[src/rtl/core/trilinear_grid_scatter_accumulator_defines.svh]
// Assertion macros for the trilinear grid scatter accumulator.
// Used by the top level only; depends on nothing else.
`ifndef TRILINEAR_GRID_SCATTER_ACCUMULATOR_DEFINES_SVH
`define TRILINEAR_GRID_SCATTER_ACCUMULATOR_DEFINES_SVH

// The consequent must hold in the same cycle as the antecedent.
`define TGSA_ASSERT_SAME(label, clk, rst_n, ante, cons) \
  label: assert property (@(posedge clk) disable iff (!rst_n) (ante) |-> (cons)) \
    else $error("tgsa assertion failed");

// The consequent must hold in the cycle after the antecedent.
`define TGSA_ASSERT_NEXT(label, clk, rst_n, ante, cons) \
  label: assert property (@(posedge clk) disable iff (!rst_n) (ante) |=> (cons)) \
    else $error("tgsa assertion failed");

`endif

[src/rtl/core/tgsa_pkg.sv]
// Shared types and codes for the trilinear grid scatter accumulator.
// Used by the controller, the datapath and the top level.
`default_nettype none

package tgsa_pkg;

  // Operation codes.
  localparam logic OP_DEPOSIT = 1'b0;
  localparam logic OP_READ    = 1'b1;

  // Result status codes.
  localparam logic [1:0] STAT_DEPOSITED = 2'd0;
  localparam logic [1:0] STAT_ZERO      = 2'd1;
  localparam logic [1:0] STAT_SLOT_BAD  = 2'd2;
  localparam logic [1:0] STAT_READ_DONE = 2'd3;

  // Configuration register indexes.
  localparam int unsigned CFG_IDX_W = 3;
  localparam logic [CFG_IDX_W-1:0] REG_ORIGIN_X = 3'd0;
  localparam logic [CFG_IDX_W-1:0] REG_ORIGIN_Y = 3'd1;
  localparam logic [CFG_IDX_W-1:0] REG_ORIGIN_Z = 3'd2;
  localparam logic [CFG_IDX_W-1:0] REG_INV_CELL = 3'd3;
  localparam logic [CFG_IDX_W-1:0] REG_CELLS_X  = 3'd4;
  localparam logic [CFG_IDX_W-1:0] REG_CELLS_Y  = 3'd5;
  localparam logic [CFG_IDX_W-1:0] REG_CELLS_Z  = 3'd6;

  typedef struct packed {
    logic               opcode;
    logic [7:0]         energy_slot;
    logic signed [31:0] pos_x;
    logic signed [31:0] pos_y;
    logic signed [31:0] pos_z;
    logic signed [31:0] amount;
    logic [3:0]         cell_i;
    logic [3:0]         cell_j;
    logic [3:0]         cell_k;
  } in_t;

  typedef struct packed {
    logic [1:0]         status;
    logic signed [47:0] cell_value;
    logic [3:0]         corners_written;
    logic               saturated;
  } out_t;

  typedef enum logic [3:0] {
    S_CLEAR,
    S_IDLE,
    S_DECODE,
    S_AXIS,
    S_CORNER,
    S_WZ,
    S_AMT,
    S_ACC,
    S_READ,
    S_FINISH
  } state_t;

  // Commands from the controller to the datapath.
  typedef struct packed {
    logic load_in;
    logic clr_step;
    logic axis_step;
    logic corner_eval;
    logic wz_step;
    logic amt_step;
    logic acc_step;
    logic corner_next;
    logic rd_issue;
    logic finish;
  } cmd_t;

  // Status from the datapath to the controller.
  typedef struct packed {
    logic slot_bad;
    logic is_read;
    logic amt_zero;
    logic axis_last;
    logic corner_in;
    logic corner_last;
    logic clr_last;
    logic out_free;
  } stat_t;

endpackage

`default_nettype wire

[src/rtl/core/tgsa_ctrl.sv]
// Controller state machine for the trilinear grid scatter accumulator.
// Depends on tgsa_pkg; drives the datapath through cmd_t and reads stat_t.
`default_nettype none

module tgsa_ctrl (
  input  wire             clk,
  input  wire             rst_n,
  input  wire             in_valid,
  output logic            in_ready,
  input  tgsa_pkg::stat_t stat,
  output tgsa_pkg::cmd_t  cmd
);

  tgsa_pkg::state_t state_r, state_nxt;

  // State register; reset starts the clearing sweep.
  always_ff @(posedge clk) begin
    if (!rst_n) begin
      state_r <= tgsa_pkg::S_CLEAR;
    end else begin
      state_r <= state_nxt;
    end
  end

  // Next state and commands.
  always_comb begin
    state_nxt = state_r;
    cmd       = '0;
    in_ready  = 1'b0;
    case (state_r)
      tgsa_pkg::S_CLEAR: begin
        cmd.clr_step = 1'b1;
        if (stat.clr_last) state_nxt = tgsa_pkg::S_IDLE;
      end
      tgsa_pkg::S_IDLE: begin
        in_ready = 1'b1;
        if (in_valid) begin
          cmd.load_in = 1'b1;
          state_nxt   = tgsa_pkg::S_DECODE;
        end
      end
      tgsa_pkg::S_DECODE: begin
        if (stat.slot_bad) begin
          state_nxt = tgsa_pkg::S_FINISH;
        end else if (stat.is_read) begin
          state_nxt = tgsa_pkg::S_READ;
        end else if (stat.amt_zero) begin
          state_nxt = tgsa_pkg::S_FINISH;
        end else begin
          state_nxt = tgsa_pkg::S_AXIS;
        end
      end
      tgsa_pkg::S_AXIS: begin
        cmd.axis_step = 1'b1;
        if (stat.axis_last) state_nxt = tgsa_pkg::S_CORNER;
      end
      tgsa_pkg::S_CORNER: begin
        cmd.corner_eval = 1'b1;
        if (stat.corner_in) begin
          state_nxt = tgsa_pkg::S_WZ;
        end else if (stat.corner_last) begin
          state_nxt = tgsa_pkg::S_FINISH;
        end else begin
          cmd.corner_next = 1'b1;
        end
      end
      tgsa_pkg::S_WZ: begin
        cmd.wz_step = 1'b1;
        state_nxt   = tgsa_pkg::S_AMT;
      end
      tgsa_pkg::S_AMT: begin
        cmd.amt_step = 1'b1;
        state_nxt    = tgsa_pkg::S_ACC;
      end
      tgsa_pkg::S_ACC: begin
        cmd.acc_step = 1'b1;
        if (stat.corner_last) begin
          state_nxt = tgsa_pkg::S_FINISH;
        end else begin
          cmd.corner_next = 1'b1;
          state_nxt       = tgsa_pkg::S_CORNER;
        end
      end
      tgsa_pkg::S_READ: begin
        cmd.rd_issue = 1'b1;
        state_nxt    = tgsa_pkg::S_FINISH;
      end
      tgsa_pkg::S_FINISH: begin
        if (stat.out_free) begin
          cmd.finish = 1'b1;
          state_nxt  = tgsa_pkg::S_IDLE;
        end
      end
      default: begin
        state_nxt = tgsa_pkg::S_IDLE;
      end
    endcase
  end

endmodule

`default_nettype wire

[config.mk]
export PLATFORM = sky130hd
export DESIGN_NAME = tgsa_ctrl
export DESIGN_NICKNAME = d
export VERILOG_FILES = /design/src/rtl/core/trilinear_grid_scatter_accumulator_defines.svh /design/src/rtl/core/tgsa_pkg.sv /design/src/rtl/core/tgsa_ctrl.sv
export SDC_FILE = /design/constraint.sdc
export NUM_CORES = 1
export LEC_CHECK = 0
export ABC_AREA = 1
export BUFFER_PORTS_ARGS = -buffer_cell sky130_fd_sc_hd__buf_4
export CELL_PAD_IN_SITES_DETAIL_PLACEMENT = 2
export CELL_PAD_IN_SITES_GLOBAL_PLACEMENT = 2
export CORE_AREA = 4 4 54 56
export CTS_CLUSTER_SIZE = 14
export DETAILED_ROUTE_END_ITERATION = 8
export DIE_AREA = 0 0 58 60
export GPL_ROUTABILITY_DRIVEN = 0
export PLACE_DENSITY = 0.8
export SLEW_MARGIN = 20
export SYNTH_ARGS = -nofsm -noshare
export SYNTH_HDL_FRONTEND = slang
export SYNTH_SLANG_ARGS = --single-unit
[constraint.sdc]
create_clock -name clk -period 3.13 [get_ports clk]
set_input_delay 0.626 -clock clk [delete_from_list [all_inputs] [get_ports clk]]
set_output_delay 0.626 -clock clk [all_outputs]
set_load 0.05 [all_outputs]
==> results.toml <==
[global_route]
grt_first_pass_wirelength_mm = 3.305
maximum_number_of_pins_on_one_net_before_global_route_repair = 8
gr-total-overflow = 0
grt_pass1_vias = 711
grt_antenna_before_repair = 0
overall_global_routing_resource_usage = 0.1257

[clock_tree]
tritoncts = "yes"
clk_pin_slew_ns = 0.04
cts_root_buf = "sky130_fd_sc_hd__clkbuf_4"
ctsHoldBuffers = 0
cts-resized-gates = 0
clock_insertion_delay_worst_skew_ns = 0.23
cts.sink_count = 4
cts_htree_levels = 1
cts-root-to-sink-buffers = 2
cts_buffers = 3
post-cts-setup-buffers = 0

[layout]
largest_register_ffs = 4
top_register = "state_r"
most_common_cell_after_layout_fill_and_taps_aside = "sky130_fd_sc_hd__nand2_1"
num_antenna_cells = 0
fraction_of_final_layout_cells_sized_beyond_drive_strength_1 = 0.3200
final_net_count = 138
top_regs = "state_r x4"
top_library_cells_by_usage_in_the_layout_fill_and_taps_aside = "sky130_fd_sc_hd__nand2_1 (37), sky130_fd_sc_hd__buf_4 (21), sky130_fd_sc_hd__nor2_1 (19)"
final_core_utilization = 0.3004
layout-area-overhead-vs-synth_pct = 42.44

[worst_hold_path]
timing.hold.worst_path_depth = 2
worst_min_delay_path_class = "flop to flop"

[sta]
post_layout_minimum_cycle_time_ns = 2.025
timing.hold.ws_ns = 0.5764
timing_max_transition_violations_final = 0
fmax_mhz = 493.9
report.final.setup_viol = 0
totalNegativeSetupSlack_ns = 0
timing.max_slew.rel_slack = 0.7375
setup_repair_after_global_routing_missed_its_margin = "false"
final_critical_path_setup_slack_ns = 1.105
worst_clock_skew_ns = 0.002553
final_hold_viol_count = 0
final.period_utilization = 0.6468
transition_at_the_pin_with_the_smallest_max_transition_slack_ns = 0.3934

[status]
status = "finished, final reports clean"

[run]
max_cap_violations = 0

[floorplanning]
die_area_um2 = 3480
initial_core_utilization = 0.2109
chipHeight_um = 60
rows = 18
fp.dieW_um = 58
design.core.area_um2 = 2432
io-pin-count = 22

[yosys]
ys_types = 12
synth_fp_nets = 112
postSynthRegisterBits = 4
syn-cell-area_um2 = 513.0
synthesis.yosys.warnings = 0
synth.area.top_cells = "sky130_fd_sc_hd__nand2_1 (27%), sky130_fd_sc_hd__dfxtp_1 (16%), sky130_fd_sc_hd__nor2_1 (14%), sky130_fd_sc_hd__inv_1 (12%), sky130_fd_sc_hd__nand3_1 (6.8%)"
synth_largest_type_area_fraction = 0.2707
syn_inst = 101
synthDominantAreaCellType = "sky130_fd_sc_hd__nand2_1"
synth.yosys.seq_area_share = 0.1561
avgSynthCellArea_um2 = 5.079

[drt]
remaining_drc_errors = 0
drt-wirelength-per-cell_um = 11.97
drt_pre_antenna_iters = 4
antenna_left = 0
totalWireLength_mm = 1.856
top_sig_layer = "met4"
met3_wirelength_um = 82
met2_wirelength_um = 944
wirelength_met1_um = 815
avgViaCountPerCell = 4.239
routed-via-count = 657
initialDrtViolationCount = 17

[placed_design]
port_bufs = 21
dpl_worst_slack_ns = 1.186
detailed_placement_wirelength_estimate_mm = 1.662

[critical_path]
critPathRequiredTime_ns = 2.50
setup_crit_path_kind = "flop to primary output"
path_max_fanout = 7
start_kind = "flop"
cp-end-kind = "primary output"
timing.reg2reg.worst_path_depth = 8
cp.arrival_ns = 1.40

[power_and_ir_drop]
static-leakage-power_nw = 0.4751
power.density_nw_per_um2 = 976.2
final_power_mw = 0.7133
peak_supply_drop_uv = 373.6
[final timing paths]
check                           startpoint    endpoint  slack [ns]
worst max-delay path            state_r[3]      cmd[9]        1.11
worst min-delay path            state_r[3]  state_r[3]        0.58
worst max register to register  state_r[3]  state_r[0]        1.77
worst min register to register  state_r[3]  state_r[3]        0.58
[synthesized netlist by cell type]
cell and n:
sky130_fd_sc_hd__nor2_1 19, sky130_fd_sc_hd__nand2_4 1, sky130_fd_sc_hd__nor2_2 5, sky130_fd_sc_hd__dfxtp_1 4, sky130_fd_sc_hd__inv_1 17, sky130_fd_sc_hd__nor2_4 2
sky130_fd_sc_hd__nand2_1 37, sky130_fd_sc_hd__nand3_2 3, sky130_fd_sc_hd__inv_2 4, sky130_fd_sc_hd__nand3b_1 1, sky130_fd_sc_hd__nand3_1 7, sky130_fd_sc_hd__nand2_2 1
[power breakdown]
| group | total (mW) | switching (mW) | leakage, nW | internal, mW |
|---|---|---|---|---|
| clock network | 0.0629 | 0.0201 | 0.0138 | 0.0428 |
| logic | 0.544 | 0.382 | 0.428 | 0.162 |
| registers | 0.107 | 0.0342 | 0.0331 | 0.0724 |
[area by class of cell]
cell class / count / area [um^2]
fillers: 334 / 1702
multi-input cells: 76 / 354.1
repair buffers: 21 / 157.7
flip-flops and latches: 4 / 80.08
inverters: 21 / 78.83
well taps: 30 / 37.54
clock buffers: 3 / 22.52
[kinds of logic (layout without fill, tap and decap cells)]
family	Yosys count	count (layout)	share of synthesized area
buf+inv	21	45	0.1536
flops	4	4	0.1561
simple gates	76	76	0.6902
[worst max-delay path, stage by stage, from the launching register on]
cell and delay [ns]:
sky130_fd_sc_hd__dfxtp_1 0.36, sky130_fd_sc_hd__nor2_2 0.34, sky130_fd_sc_hd__nand2_1 0.15, sky130_fd_sc_hd__nor2_1 0.11, sky130_fd_sc_hd__buf_4 0.20
[per-layer routing]
metal | up-vias | track usage
li1 | 345 | -
met2 | 18 | 0.2355
met5 | - | 0
met1 | 292 | 0.1423
met4 | 0 | 0.02980
met3 | 2 | 0.03024
[through the flow]
step | cells | area (um^2)
2_1_floorplan | 101 | 513.0
4_1_cts | 155 | 730.7
5_1_grt | 155 | 730.7
3_5_place_dp | 152 | 708.2
3_3_place_gp | 152 | 708.2
6_report | 155 | 730.7
(Power assumes the default switching activity.)
